## src/hw/rtl/sbp_pkg.sv

```systemverilog
// ----------------------------------------------------------------------------
// sbp_pkg: shebang line parser shared types and constants
// Phase codes, verdict codes, register indexes and the result record.
// ----------------------------------------------------------------------------
package sbp_pkg;

	localparam int BYTE_W  = 8;
	localparam int CAP_W   = 8;
	localparam int CFG_IDX_W = 1;

	localparam logic [BYTE_W-1:0] CH_HASH  = 8'h23;
	localparam logic [BYTE_W-1:0] CH_BANG  = 8'h21;
	localparam logic [BYTE_W-1:0] CH_NL    = 8'h0A;
	localparam logic [BYTE_W-1:0] CH_SPACE = 8'h20;
	localparam logic [BYTE_W-1:0] CH_TAB   = 8'h09;
	localparam logic [BYTE_W-1:0] CH_CR    = 8'h0D;
	localparam logic [BYTE_W-1:0] CH_NUL   = 8'h00;

	typedef enum logic [2:0] {
		PH_HASH   = 3'd0,
		PH_BANG   = 3'd1,
		PH_LEAD   = 3'd2,
		PH_INTERP = 3'd3,
		PH_MID    = 3'd4,
		PH_ARG    = 3'd5,
		PH_TRAIL  = 3'd6,
		PH_IGNORE = 3'd7
	} phase_t;

	typedef enum logic [1:0] {
		VERDICT_NOT_SHEBANG = 2'd0,
		VERDICT_INTERP_ONLY = 2'd1,
		VERDICT_WITH_ARG    = 2'd2,
		VERDICT_MALFORMED   = 2'd3
	} verdict_t;

	typedef enum logic [CFG_IDX_W-1:0] {
		CFG_INTERP_CAP = 1'b0,
		CFG_ARG_CAP    = 1'b1
	} cfg_index_t;

	typedef struct packed {
		logic              tok_valid;
		logic              tok_arg;
		logic [BYTE_W-1:0] tok_byte;
		logic              ver_valid;
		verdict_t          verdict;
	} result_t;

endpackage

```

## src/hw/rtl/sbp_if.sv

```systemverilog
// ----------------------------------------------------------------------------
// sbp_if: shebang line parser channels
// Valid/ready channels for input bytes and parse results.
// ----------------------------------------------------------------------------
interface sbp_line_if;
	logic       valid;
	logic       ready;
	logic [7:0] line_byte;
	logic       line_end;

	modport source (output valid, output line_byte, output line_end, input ready);
	modport sink   (input valid, input line_byte, input line_end, output ready);
endinterface

interface sbp_result_if;
	logic       valid;
	logic       ready;
	logic       token_valid;
	logic       token_is_argument;
	logic [7:0] token_byte;
	logic       verdict_valid;
	logic [1:0] verdict;

	modport source (output valid, output token_valid, output token_is_argument,
		output token_byte, output verdict_valid, output verdict, input ready);
	modport sink   (input valid, input token_valid, input token_is_argument,
		input token_byte, input verdict_valid, input verdict, output ready);
endinterface

```

## src/hw/rtl/shebang_line_parser.sv

```systemverilog
// ----------------------------------------------------------------------------
// shebang_line_parser: interpreter line parser
// Checks for "#!", streams interpreter and argument bytes, gives one verdict.
// ----------------------------------------------------------------------------
//  channel  | dir | payload                                          | handshake
//  line     | in  | line_byte, line_end                              | valid/ready
//  result   | out | token_valid, token_is_argument, token_byte,      | valid/ready
//           |     | verdict_valid, verdict                           |
//  config   | in  | wr_index, wr_data                                | wr_en
//
//  One item per cycle unless a stalled result holds the flow: input register, phase decode, result register.
//  A line item passes through the input register, then its result through the result register.
//  Items that yield no result retire without waiting on the result side.
//  A stalled result holds while one more item waits in the input register.
//  Reset returns to awaiting '#' with both capacities at 128.
// ----------------------------------------------------------------------------
module shebang_line_parser #(
	parameter int LINE_MAX = 128
) (
	input  logic                            clk,
	input  logic                            arst_n,
	sbp_line_if.sink                        line,
	sbp_result_if.source                    result,
	input  logic                            wr_en,
	input  logic [sbp_pkg::CFG_IDX_W-1:0]   wr_index,
	input  logic [sbp_pkg::CAP_W-1:0]       wr_data
);
	import sbp_pkg::*;

	logic [CAP_W-1:0]  interp_cap_q, arg_cap_q;
	logic              valid_s1;
	logic [BYTE_W-1:0] byte_s1;
	logic              end_s1;
	logic              out_valid_q;
	result_t           res_q;
	result_t           res;
	logic              has_result, advance;

	assign has_result = res.tok_valid || res.ver_valid;
	assign advance    = valid_s1 && (!has_result || !out_valid_q || result.ready);
	assign line.ready = !valid_s1 || advance;

	always_ff @(posedge clk or negedge arst_n) begin
		if (!arst_n) begin
			interp_cap_q <= CAP_W'(128);
			arg_cap_q    <= CAP_W'(128);
		end else if (wr_en) begin
			unique case (cfg_index_t'(wr_index))
				CFG_INTERP_CAP: interp_cap_q <= wr_data;
				CFG_ARG_CAP:    arg_cap_q    <= wr_data;
			endcase
		end
	end

	always_ff @(posedge clk or negedge arst_n) begin
		if (!arst_n) begin
			valid_s1 <= 1'b0;
		end else if (line.ready) begin
			valid_s1 <= line.valid;
		end
	end

	always_ff @(posedge clk) begin
		if (line.valid && line.ready) begin
			byte_s1 <= line.line_byte;
			end_s1  <= line.line_end;
		end
	end

	sbp_core #(
		.LINE_MAX (LINE_MAX)
	) u_core (
		.clk               (clk),
		.arst_n            (arst_n),
		.advance           (advance),
		.line_byte         (byte_s1),
		.line_end          (end_s1),
		.interp_capacity   (interp_cap_q),
		.argument_capacity (arg_cap_q),
		.result            (res)
	);

	always_ff @(posedge clk or negedge arst_n) begin
		if (!arst_n) begin
			out_valid_q <= 1'b0;
		end else if (result.ready || !out_valid_q) begin
			out_valid_q <= advance && has_result;
		end
	end

	always_ff @(posedge clk) begin
		if (advance && has_result) begin
			res_q <= res;
		end
	end

	assign result.valid             = out_valid_q;
	assign result.token_valid       = res_q.tok_valid;
	assign result.token_is_argument = res_q.tok_arg;
	assign result.token_byte        = res_q.tok_byte;
	assign result.verdict_valid     = res_q.ver_valid;
	assign result.verdict           = res_q.verdict;

endmodule

```

## src/hw/rtl/sbp_core.sv

```systemverilog
// ----------------------------------------------------------------------------
// sbp_core: shebang line phase machine
// Holds phase, token length and line position; decodes one byte per cycle.
// ----------------------------------------------------------------------------
module sbp_core #(
	parameter int LINE_MAX = 128
) (
	input  logic                         clk,
	input  logic                         arst_n,
	input  logic                         advance,
	input  logic [sbp_pkg::BYTE_W-1:0]   line_byte,
	input  logic                         line_end,
	input  logic [sbp_pkg::CAP_W-1:0]    interp_capacity,
	input  logic [sbp_pkg::CAP_W-1:0]    argument_capacity,
	output sbp_pkg::result_t             result
);
	import sbp_pkg::*;

	localparam int PW  = $clog2(LINE_MAX + 1);
	localparam int PW1 = PW + 1;
	localparam logic [PW-1:0]  POS_MAX = PW'(LINE_MAX);
	localparam logic [PW:0]    END_POS = PW1'(LINE_MAX - 1);

	phase_t                phase_q, phase_d;
	logic [CAP_W-1:0]      len_q, len_d;
	logic [PW-1:0]         pos_q, pos_d;

	logic                  at_end, blank, stop, app, app_arg, too_long;
	logic [CAP_W-1:0]      len_base, cap;

	assign at_end = line_end || (({1'b0, pos_q} + PW1'(1)) >= END_POS);
	assign blank  = (line_byte == CH_SPACE) || (line_byte == CH_TAB) || (line_byte == CH_CR);
	assign stop   = (line_byte == CH_NUL) || (line_byte == CH_NL);

	assign app      = ((phase_q == PH_LEAD) || (phase_q == PH_INTERP) || (phase_q == PH_MID) ||
		(phase_q == PH_ARG)) && !blank && !stop;
	assign app_arg  = (phase_q == PH_MID) || (phase_q == PH_ARG);
	assign len_base = ((phase_q == PH_LEAD) || (phase_q == PH_MID)) ? '0 : len_q;
	assign cap      = app_arg ? argument_capacity : interp_capacity;
	assign too_long = ({1'b0, len_base} + (CAP_W+1)'(1)) >= {1'b0, cap};

	always_comb begin
		result = '0;
		result.verdict = VERDICT_NOT_SHEBANG;
		unique case (phase_q)
			PH_HASH: begin
				if (line_byte != CH_HASH || at_end) begin
					result.ver_valid = 1'b1;
				end
			end
			PH_BANG: begin
				if (line_byte != CH_BANG) begin
					result.ver_valid = 1'b1;
				end else if (at_end) begin
					result.ver_valid = 1'b1;
					result.verdict   = VERDICT_MALFORMED;
				end
			end
			PH_LEAD: begin
				if ((blank && at_end) || stop) begin
					result.ver_valid = 1'b1;
					result.verdict   = VERDICT_MALFORMED;
				end
			end
			PH_INTERP, PH_MID: begin
				if ((blank && at_end) || stop) begin
					result.ver_valid = 1'b1;
					result.verdict   = VERDICT_INTERP_ONLY;
				end
			end
			PH_ARG: begin
				if ((blank && at_end) || stop) begin
					result.ver_valid = 1'b1;
					result.verdict   = VERDICT_WITH_ARG;
				end
			end
			PH_TRAIL: begin
				if ((blank && at_end) || stop) begin
					result.ver_valid = 1'b1;
					result.verdict   = VERDICT_WITH_ARG;
				end else if (!blank) begin
					result.ver_valid = 1'b1;
					result.verdict   = VERDICT_MALFORMED;
				end
			end
			PH_IGNORE: begin
			end
		endcase
		if (app) begin
			if (too_long) begin
				result.ver_valid = 1'b1;
				result.verdict   = VERDICT_MALFORMED;
			end else begin
				result.tok_valid = 1'b1;
				result.tok_arg   = app_arg;
				result.tok_byte  = line_byte;
				if (at_end) begin
					result.ver_valid = 1'b1;
					result.verdict   = app_arg ? VERDICT_WITH_ARG : VERDICT_INTERP_ONLY;
				end
			end
		end
	end

	always_comb begin
		phase_d = phase_q;
		len_d   = len_q;
		pos_d   = pos_q;
		if (phase_q == PH_IGNORE) begin
			if (line_end) begin
				phase_d = PH_HASH;
				len_d   = '0;
				pos_d   = '0;
			end
		end else begin
			if (pos_q < POS_MAX) begin
				pos_d = pos_q + PW'(1);
			end
			unique case (phase_q)
				PH_HASH:   phase_d = PH_BANG;
				PH_BANG:   phase_d = PH_LEAD;
				PH_INTERP: begin
					if (blank) begin
						phase_d = PH_MID;
						len_d   = '0;
					end
				end
				PH_ARG: begin
					if (blank) begin
						phase_d = PH_TRAIL;
					end
				end
				default: begin
				end
			endcase
			if (result.tok_valid) begin
				len_d   = len_base + CAP_W'(1);
				phase_d = app_arg ? PH_ARG : PH_INTERP;
			end
			if (result.ver_valid) begin
				len_d = '0;
				if (line_end) begin
					phase_d = PH_HASH;
					pos_d   = '0;
				end else begin
					phase_d = PH_IGNORE;
				end
			end
		end
	end

	always_ff @(posedge clk or negedge arst_n) begin
		if (!arst_n) begin
			phase_q <= PH_HASH;
			len_q   <= '0;
			pos_q   <= '0;
		end else if (advance) begin
			phase_q <= phase_d;
			len_q   <= len_d;
			pos_q   <= pos_d;
		end
	end

endmodule

```

## src/flat_wrapper.sv

```systemverilog
// flat-port wrapper written by rule: the top's interface ports become plain ports
module shebang_line_parser_flat import sbp_pkg::*;
#(
	parameter int LINE_MAX = 128
)
  (clk, arst_n, wr_en, wr_index, wr_data, line_valid, line_line_byte, line_line_end, line_ready, result_valid, result_token_valid, result_token_is_argument, result_token_byte, result_verdict_valid, result_verdict, result_ready);
  sbp_line_if line_i ();
  sbp_result_if result_i ();
  input  logic clk;
  input  logic arst_n;
  input  logic wr_en;
  input  logic [sbp_pkg::CFG_IDX_W-1:0] wr_index;
  input  logic [sbp_pkg::CAP_W-1:0] wr_data;
  input wire logic [$bits(line_i.valid)-1:0] line_valid;
  input wire logic [$bits(line_i.line_byte)-1:0] line_line_byte;
  input wire logic [$bits(line_i.line_end)-1:0] line_line_end;
  output wire logic [$bits(line_i.ready)-1:0] line_ready;
  output wire logic [$bits(result_i.valid)-1:0] result_valid;
  output wire logic [$bits(result_i.token_valid)-1:0] result_token_valid;
  output wire logic [$bits(result_i.token_is_argument)-1:0] result_token_is_argument;
  output wire logic [$bits(result_i.token_byte)-1:0] result_token_byte;
  output wire logic [$bits(result_i.verdict_valid)-1:0] result_verdict_valid;
  output wire logic [$bits(result_i.verdict)-1:0] result_verdict;
  input wire logic [$bits(result_i.ready)-1:0] result_ready;
  assign line_i.valid = line_valid;
  assign line_i.line_byte = line_line_byte;
  assign line_i.line_end = line_line_end;
  assign line_ready = line_i.ready;
  assign result_valid = result_i.valid;
  assign result_token_valid = result_i.token_valid;
  assign result_token_is_argument = result_i.token_is_argument;
  assign result_token_byte = result_i.token_byte;
  assign result_verdict_valid = result_i.verdict_valid;
  assign result_verdict = result_i.verdict;
  assign result_i.ready = result_ready;
  shebang_line_parser #(.LINE_MAX(LINE_MAX)) u_core (.clk(clk), .arst_n(arst_n), .line(line_i), .result(result_i), .wr_en(wr_en), .wr_index(wr_index), .wr_data(wr_data));
endmodule
```

## config.mk

```make
export PLATFORM = sky130hd
export DESIGN_NAME = shebang_line_parser_flat
export DESIGN_NICKNAME = d
export VERILOG_FILES = /design/src/hw/rtl/sbp_pkg.sv /design/src/hw/rtl/sbp_if.sv /design/src/hw/rtl/shebang_line_parser.sv /design/src/hw/rtl/sbp_core.sv /design/src/flat_wrapper.sv
export SDC_FILE = /design/constraint.sdc
export NUM_CORES = 1
export LEC_CHECK = 0
export BUFFER_PORTS_ARGS = -buffer_cell sky130_fd_sc_hd__buf_2
export CAP_MARGIN = 20
export CORE_MARGIN = 2
export CORE_UTILIZATION = 55
export DETAILED_ROUTE_END_ITERATION = 8
export PLACE_DENSITY = 0.8
export RECOVER_POWER = 100
export SYNTH_ARGS = -nofsm -noshare
export SYNTH_HDL_FRONTEND = slang
export SYNTH_SLANG_ARGS = --single-unit
```

## constraint.sdc

```tcl
create_clock -name clk -period 7.96 [get_ports clk]
set_clock_uncertainty 0.2 [all_clocks]
set_input_delay 1.194 -clock clk [delete_from_list [all_inputs] [get_ports clk]]
set_output_delay 1.194 -clock clk [all_outputs]
set_load 0.01 [all_outputs]
```

; Word level (Yosys, flattened, before mapping)
; Index checks and enable logic that the tools add are counted.
[word_totals]
reg_bits = 59
word_cells = 115
output_inout_bits = 15
[op_classes]
n_bitwise = 2
mux = 37
n_reduce_logical = 39
n_eq_ne = 16
addsub = 4
n_lt_le_gt_ge = 3
[ops]
columns = op, count
row1 = 8-bit 2-to-1 mux, 12
row2 = 3-bit 2-to-1 mux, 16
row3 = "8-bit by 4-bit equality test with 1-bit output, second input constant", 3
row4 = "8-bit by 1-bit adder with 9-bit output, second input constant", 2
row5 = "8-bit by 1-bit adder with 8-bit output, second input constant", 2
row6 = 1-bit logical OR, 16
row7 = "8-bit by 6-bit inequality test with 1-bit output, second input constant", 2
row8 = 13-bit 2-to-1 mux, 1
row9 = "3-bit equality test, second input constant", 4
row10 = 3-bit one-hot mux with 4 select lines, 1
row11 = 10-bit 2-to-1 mux, 1
row12 = "5-bit by 2-bit inequality test with 1-bit output, second input constant", 2
row13 = 2-bit one-hot mux with 5 select lines, 1
row14 = "9-bit by 7-bit >= comparator with 1-bit output, second input constant", 1
row15 = 9-bit by 8-bit >= comparator with 1-bit output, 1
row16 = "8-bit by 6-bit equality test with 1-bit output, second input constant", 1
row17 = 8-bit logical NOT, 1
row18 = "8-bit less-than comparator, second input constant", 1
row19 = 4-bit nonzero test, 2
row20 = 7-bit nonzero test, 1
row21 = "3-bit by 2-bit equality test with 1-bit output, second input constant", 2
row22 = 1-bit logical AND, 6
row23 = 1-bit one-hot mux with 6 select lines, 1
row24 = 2-bit AND reduction, 3
row25 = other kinds (10), 18

; Longest topological paths before layout
; Gate-level depths: netlist of run 1.
[depth]
ltp_word = 17
mapped_depth = 19

; Hierarchy
; Synthesis of run 1 repeated with hierarchy kept, for this count alone.
[unflattened]
cells_unflattened = 298
hier_area_um2 = 3324.4
[modules_own_cells]
columns = module, area_each_um2, cells_each, instances
row1 = sbp_core, 1915.6, 230, 1
row2 = shebang_line_parser, 1408.9, 68, 1

; Worst setup path before layout of run 1
; No wires, ideal clock.
[synth_path]
path_kind = reg2reg
start = register u_core.u_core.phase_q[1]
end = register u_core.u_core.len_q[0]
stages_incl_launch_ff = 19
setup_ps = 64
path_slack_ps = 3943
n_path_buf = 2
arrival_time_ps = 3753
cell_sequence = dfrtp_1 -> buf_2 -> xor2_1 -> and2_1 -> clkbuf_1 -> nor2b_1 -> ha_1 -> nand3_1 -> nor2_1 -> xnor2_1 -> nor2_1 -> ha_1 -> o21a_1 -> a21oi_1 -> o41ai_1 -> nor4b_2 -> nand3b_1 -> a2111oi_0 -> a21o_2
[synth_via]
elab_chain_cells = 13
word_cells_on_any_way = 38
[synth_rtl]
columns = item, line
row1 = "start, declared", sbp_core.sv:24  ; phase_t phase_q, phase_d;
row2 = "start signal, assigned", sbp_core.sv:158  ; phase_q <= phase_d;
row3 = 3-bit by 2-bit equality test with 1-bit output (tied with other cells), "sbp_core.sv:35, sbp_core.sv:38, sbp_core.sv:45"
row4 = 1-bit logical OR (on tied branches), "sbp_core.sv:38, sbp_core.sv:35"
row5 = 8-bit 2-to-1 mux / 1-bit logical OR (equally long branches), "sbp_core.sv:38, sbp_core.sv:35"
row6 = 8-bit by 1-bit adder with 9-bit output / 1-bit logical OR (equally long branches), "sbp_core.sv:40, sbp_core.sv:35"
row7 = 9-bit by 8-bit >= comparator with 1-bit output / 1-bit logical AND (equally long branches), "sbp_core.sv:40, sbp_core.sv:36"
row8 = 10-bit 2-to-1 mux (tied with other cells), sbp_core.sv:90  ; if (too_long) begin
row9 = 13-bit 2-to-1 mux, sbp_core.sv:89  ; if (app) begin
row10 = 1-bit logical OR, shebang_line_parser.sv:39  ; assign has_result = res.tok_valid || res.ver_valid;
row11 = 1-bit logical NOT, shebang_line_parser.sv:40  ; assign advance = valid_s1 && (!has_result || !out_valid_q || result.ready);
row12 = 1-bit logical OR (2 in series), shebang_line_parser.sv:40
row13 = 1-bit logical AND, shebang_line_parser.sv:40
row14 = 4-bit AND reduction (no source line), -
row15 = "end signal, assigned", sbp_core.sv:159  ; len_q <= len_d;
row16 = "end, declared", sbp_core.sv:25  ; logic [CAP_W-1:0] len_q, len_d;
; Several ways; a longest one is shown, not always the timed one.
; A chain may end at the register's enable or synchronous reset.

; Worst setup path in the final report of run 1
[layout_path]
start = register u_core.u_core.phase_q[2]
end = register u_core.u_core.len_q[0]
; Same word-level chain as after synthesis.

==> flow_summary_export.csv, run 1 <==
group,metric,value,unit
outcome,status,"complete, but fails checks",
outcome,violations,"capacitance limit, slew limit",
clocking,h-tree-depth,3,
yosys,synth_most_common_cell,"dfrtp_1",
route,via_count,2523,
grt,grt_pass1_wl,11300,microns
clocking,clkLatencyLatePin,0.34,ns
yosys,ys_ff_latch,59,
sta,fin_setup_tns,0,ns
floorplan,dieHeight,82.7,microns
setup_path,critPathKind,"reg -> reg",
yosys,syn_area,3410,sq um
yosys,synth_top_area_cell,"dfrtp_1",
sta,fmax,186,MHz
power,ir_drop,217,uV
sta,slew_headroom,-33.3,%
route,post_drt_wl_per_cell,15.8,microns
floorplan,rows,28,
yosys,syn_avg_cell_area,11.1,sq um
sta,fin_crit,5.37,ns
route,vias_per_cell,5.96,
cells_and_area,fillers,489,
grt,first_global_vias,2448,
sta,setup_viol,0,
power,finalPower,0.00130,W
run,maxCapViolCount,1,
clocking,path_clk_slew,0.07,ns
clocking,root_buffer,"clkbuf_8",
yosys,netlist_top_cells_area,"dfrtp_1 26%, edfxtp_1 19%, mux2_2 6.6%",
yosys,synth_edf_count,22,
clocking,cts_resized,0,
placement,port_buffers,37,
setup_path,crit_required,8.04,ns
floorplan,dieArea,6840,sq um
placement,routabilityCongestion,0.915,
grt,antenna_found_initial,0,
grt,grt_max_degree,38,
clocking,clk_path_buf_depth,2,
yosys,yosysTopAreaCellShare,25.7,%
floorplan,ios,38,
setup_path,arrival,5.45,ns
yosys,synth_fp_nets,344,
route,dr.pass1.iters,6,
cells_and_area,diodes,0,
power,powerDensity,346,nW/um^2
placement,hpwl,4980,microns
route,dr.first_iter.drc_count,349,
cells_and_area,layout-drive-gt1-share,18.4,%
setup_path,path_max_fanout,15,
yosys,async_flop_share,62.7,%
sta,rsz0062_at_grt,"no",
yosys,ys_seq_area_share,46.7,%
route,wirelength,6700,microns
clocking,cts.sink_count,59,
yosys,synth_cell_type_count,58,
clocking,ctsHoldBuffers,0,
yosys,syn_inst,307,
grt,grt.total_usage,22.3,%
yosys,synth_top_cells_by_count,"35 x dfrtp_1, 22 x edfxtp_1, 22 x nor2_1, 20 x mux2_2, 15 x o21ai_0",
grt,grt_overflow,0,
floorplan,coreArea,5960,sq um
floorplan,chipWidth,82.7,microns
clocking,cts_buffers,9,
yosys,synthFlopType,"dfrtp_1",
sta,finalHoldViolCount,0,
sta,worstMarginPinSlew,2.00,ns
power,p_leak,1.59,nW
route,ant_nets,0,
route,drc,0,
setup_path,endpoint_kind,"flop",
cells_and_area,fin_nets,380,
clocking,cts_tree,"built",
min_path,min_path_type,"reg -> reg",
setup_path,cp-start-kind,"flop",
floorplan,start_util,57.2,%
sta,slew_viol_final,38,
sta,min_period_over_period,67.5,%
yosys,ys_warn_count,0,
cells_and_area,area_growth,10.1,%
clocking,post-cts-setup-buffers,0,
per-layer routing:
metal,part of all wire [%],global-route usage (%)
met2,49,37.2
met3,6.4,4.89
met1,42,27.8
met5,0,0
met4,2.6,9.84
power breakdown:
group / leakage, nW / switching, W / internal [W]
Sequential: 0.676 / 0.0000577 / 0.000420
Clock: 0.0971 / 0.000119 / 0.000150
Combinational: 0.818 / 0.000337 / 0.000217
Total: 1.59 / 0.000513 / 0.000786
layout by cell type (no fill, tap or decap), types with 9 or more instances in the layout:
| master | n |
|---|---|
| nand2_1 | 9 |
| clkbuf_1 | 16 |
| nor2b_1 | 12 |
| mux2_2 | 20 |
| a21oi_1 | 10 |
| dfrtp_1 | 35 |
| ha_1 | 14 |
| clkbuf_8 | 10 |
| edfxtp_1 | 22 |
| o21ai_0 | 15 |
| inv_1 | 13 |
| nor2_1 | 22 |
| buf_2 | 21 |
registers in the layout, summed over array words and instances (netlist names):
| signal | cells |
|---|---|
| u_core.u_core.len_q | 8 |
| u_core.u_core.pos_q | 8 |
| u_core.result.verdict | 2 |
| u_core.valid_s1 | 1 |
| u_core.result.token_is_argument | 1 |
| u_core.interp_cap_q | 8 |
| u_core.end_s1 | 1 |
| u_core.byte_s1 | 8 |
| u_core.result.token_valid | 1 |
| u_core.u_core.phase_q | 3 |
| u_core.result.valid | 1 |
| u_core.arg_cap_q | 8 |
| u_core.result.token_byte | 8 |
| u_core.result.verdict_valid | 1 |
worst max-delay path: stages (launching register included):
cell and delay (ns):
dfrtp_1 0.54, xor2_1 0.22, and2_0 0.56, nor2b_1 0.18, ha_1 0.25, nand3_1 0.14, nor2_1 0.08, xnor2_1 0.19
nor2_1 0.07, ha_1 0.33, o21a_1 0.19, a21oi_1 0.15, o41ai_1 0.15, nor4b_2 0.89, nand3b_1 0.47, a2111oi_0 0.55
a21o_2 0.15
metrics by stage:
stage               setup WS (ns)  hold slack, ns  cells  instance area (sq um)  util [%]
finish                       2.59           0.300    423                   3750      63.0
global route                 2.00           0.335    423                   3750      63.0
CTS                          2.83           0.304    423                   3820      64.1
detailed placement           2.87           0.289    407                   3630      60.9
global placement             3.03           0.287    407                   3630      60.9
floorplan                    3.94           0.265    307                   3410         -
logic make-up after synthesis:
group / after synthesis / synth area share, %
and+or+nand+nor: 98 / 16.3
AOI/OAI and AO/OA: 67 / 14.3
DFF: 59 / 46.7
muxes: 35 / 12.1
buffers and inverters: 25 / 3.16
adders and majority gates: 14 / 5.14
xor gates and xnor gates: 9 / 2.31
final cells by class:
class	instances	area, sq um	area share [%]
Sequential cell	59	1590	42.4
Clock inverter	6	55.1	1.47
Timing Repair Buffer	37	165	4.40
Tap cell	75	93.8	2.50
Clock buffer	10	138	3.67
Inverter	13	48.8	1.30
Multi-Input combinational cell	223	1660	44.3
final timing paths:
check                                    startpoint                     end  slack (ns)  cells past startpoint
max                        u_core.u_core.phase_q[2]  u_core.u_core.len_q[0]        2.59                     16
min                          u_core.u_core.len_q[0]  u_core.u_core.len_q[0]        0.30                      1
max reg2reg                u_core.u_core.phase_q[2]  u_core.u_core.len_q[0]        2.59                     16
min reg2reg                  u_core.u_core.len_q[0]  u_core.u_core.len_q[0]        0.30                      1
max in group asynchronous                    arst_n     u_core.arg_cap_q[3]        5.19                      1
min in group asynchronous                    arst_n         u_core.valid_s1        1.21                      1
No activity file was read; power rests on OpenSTA's default activity.
==> run 2, diff against run 1 <==
Clock period 7.96 ns to 5.4 ns, I/O delays scaled along.
==> flow_summary_export.csv, run 2 (synthesis gave the netlist of run 1 again) <==
group,metric,value,unit
setup_path,crit_path_start,"u_core.u_core.phase_q[2]",
setup_path,endpoint_kind,"flop",
cells_and_area,fin_nets,381,
power,power.switching,0.000776,W
min_path,hp-start,"u_core.interp_cap_q[5]",
cells_and_area,regArea,1590,sq um
setup_path,crit_required,5.49,ns
clocking,root_buffer,"clkbuf_8",
grt,grt.total_usage,22.8,%
setup_path,reg2reg_setup_slack,0.64,ns
clocking,cts_tree,"built",
route,dr.pass1.iters,4,
clocking,clkLatencyLatePin,0.35,ns
run,maxCapViolCount,1,
setup_path,cp-start-kind,"flop",
cells_and_area,area_growth,11.1,%
power,p_seq_share,35.7,%
setup_path,max_stage_delay,0.58,ns
route,via_count,2466,
grt,grt_max_degree,38,
setup_path,cp_slowest_cell,"and2_0",
power,p_leak,1.60,nW
setup_path,r2r-start,"u_core.u_core.phase_q[2]",
route,post_drt_wl_per_cell,15.9,microns
floorplan,start_util,57.2,%
grt,grt_pass1_wl,11400,microns
cells_and_area,diodes,0,
sta,finalHoldViolCount,0,
floorplan,dieHeight,82.7,microns
sta,min_period_over_period,88.2,%
min_path,min_path_type,"reg -> reg",
sta,rsz0062_at_grt,"no",
floorplan,ios,38,
route,vias_per_cell,5.82,
sta,fin_crit,4.76,ns
outcome,status,"complete, but fails checks",
cells_and_area,layout_commonest_cell,"dfrtp_1",
route,drc,0,
power,finalPower,0.00197,W
cells_and_area,final_cell_mix,"35 x dfrtp_1, 22 x nor2_1, 22 x edfxtp_1",
setup_path,critPathKind,"reg -> reg",
route,ant_nets,0,
clocking,clk_path_buf_depth,2,
floorplan,dieArea,6840,sq um
clocking,cts_buffers,9,
clocking,path_clk_slew,0.07,ns
power,p_clk_share,22.1,%
setup_path,path_max_fanout,15,
setup_path,arrival,4.85,ns
power,ir_drop,348,uV
sta,fmax,210,MHz
sta,setup_viol,0,
grt,grt_overflow,0,
floorplan,coreArea,5960,sq um
floorplan,chipWidth,82.7,microns
placement,routabilityCongestion,0.912,
sta,worstMarginPinSlew,2.09,ns
clocking,h-tree-depth,3,
setup_path,cp_cell_sequence,"xor2_1, and2_0, nor2b_1, ha_1, nand3_1, nor2_1, xnor2_1, nor2_1, ha_1, o21a_1, a21oi_1, o41ai_1, nor4b_2, buf_4, nand3b_1, a2111oi_0, a21o_2",
clocking,cts_resized,0,
placement,hpwl,4930,microns
clocking,cts.sink_count,59,
clocking,ctsHoldBuffers,0,
setup_path,ff2ff_path_depth,17,
sta,fin_setup_tns,0,ns
power,netSwitchingFraction,39.4,%
sta,slew_headroom,-39.2,%
outcome,violations,"capacitance limit, slew limit",
cells_and_area,layout-drive-gt1-share,19.2,%
setup_path,worstReg2RegEnd,"u_core.u_core.len_q[0]",
min_path,hold_path_end,"u_core.interp_cap_q[5]",
grt,antenna_found_initial,0,
power,comb_power_share,42.2,%
cells_and_area,multi_input_area,1660,sq um
placement,port_buffers,37,
route,dr.first_iter.drc_count,213,
min_path,whs_path_depth,1,
floorplan,rows,28,
route,wirelength,6760,microns
power,p_int,0.00119,W
cells_and_area,fillers,487,
power,powerDensity,520,nW/um^2
grt,first_global_vias,2379,
sta,slew_viol_final,38,
clocking,post-cts-setup-buffers,0,
run 2: routing by layer:
metal  vias up  part of all wire (%)  global-route usage [%]
met2        81                    48                    36.9
li1       1204                     -                       -
met1      1168                    44                    29.2
met3        13                   6.0                    7.50
met4         0                   1.7                    6.89
met5         -                     0                       0
run 2: cell type report:
class | count | area share [%]
Multi-Input combinational cell | 223 | 43.9
Clock buffer | 10 | 3.93
Sequential cell | 59 | 42.0
Tap cell | 75 | 2.48
Timing Repair Buffer | 38 | 4.53
Inverter | 13 | 1.29
Clock inverter | 6 | 1.88
run 2: power by group through the flow:
stage | logic [W] | clock network, W | registers (W)
2_1_floorplan | 0.000659 | 0 | 0.000700
4_1_cts | 0.000864 | 0.000442 | 0.000702
5_1_grt | 0.000928 | 0.000462 | 0.000720
6_report | 0.000830 | 0.000435 | 0.000704
3_5_place_dp | 0.000856 | 0 | 0.000710
3_3_place_gp | 0.000837 | 0 | 0.000701
run 2: critical path, delay by kind of cell, from the launching register on:
| family | cells | cell delay (ns) |
|---|---|---|
| AND/OR/NAND/NOR | 7 | 1.62 |
| AO/OA/AOI/OAI | 5 | 1.11 |
| adder cells (fa/ha/maj) | 2 | 0.59 |
| flip-flops | 1 | 0.55 |
| XOR/XNOR | 2 | 0.41 |
| buffers and inverters | 1 | 0.22 |
run 2: how the worst max path moves through the flow:
stage | cells after the start | to | slack, ns
5_1_grt | 17 | u_core.u_core.len_q[0] | 0.23
6_report | 17 | u_core.u_core.len_q[0] | 0.64
2_1_floorplan | 18 | u_core.u_core.len_q[0] | 1.38
3_5_place_dp | 17 | u_core.u_core.len_q[0] | 0.93
4_1_cts | 17 | u_core.u_core.len_q[0] | 0.87
3_3_place_gp | 17 | u_core.u_core.len_q[0] | 1.14
run 2: metrics by stage:
step	util, %	area [sq um]	worst slack (ns)	hold slack, ns	std cells
6_report	63.6	3780	0.639	0.304	424
5_1_grt	63.6	3780	0.229	0.322	424
4_1_cts	64.7	3850	0.865	0.311	424
3_5_place_dp	61.0	3630	0.930	0.295	408
3_3_place_gp	61.0	3630	1.14	0.284	408
2_1_floorplan	-	3410	1.38	0.265	307
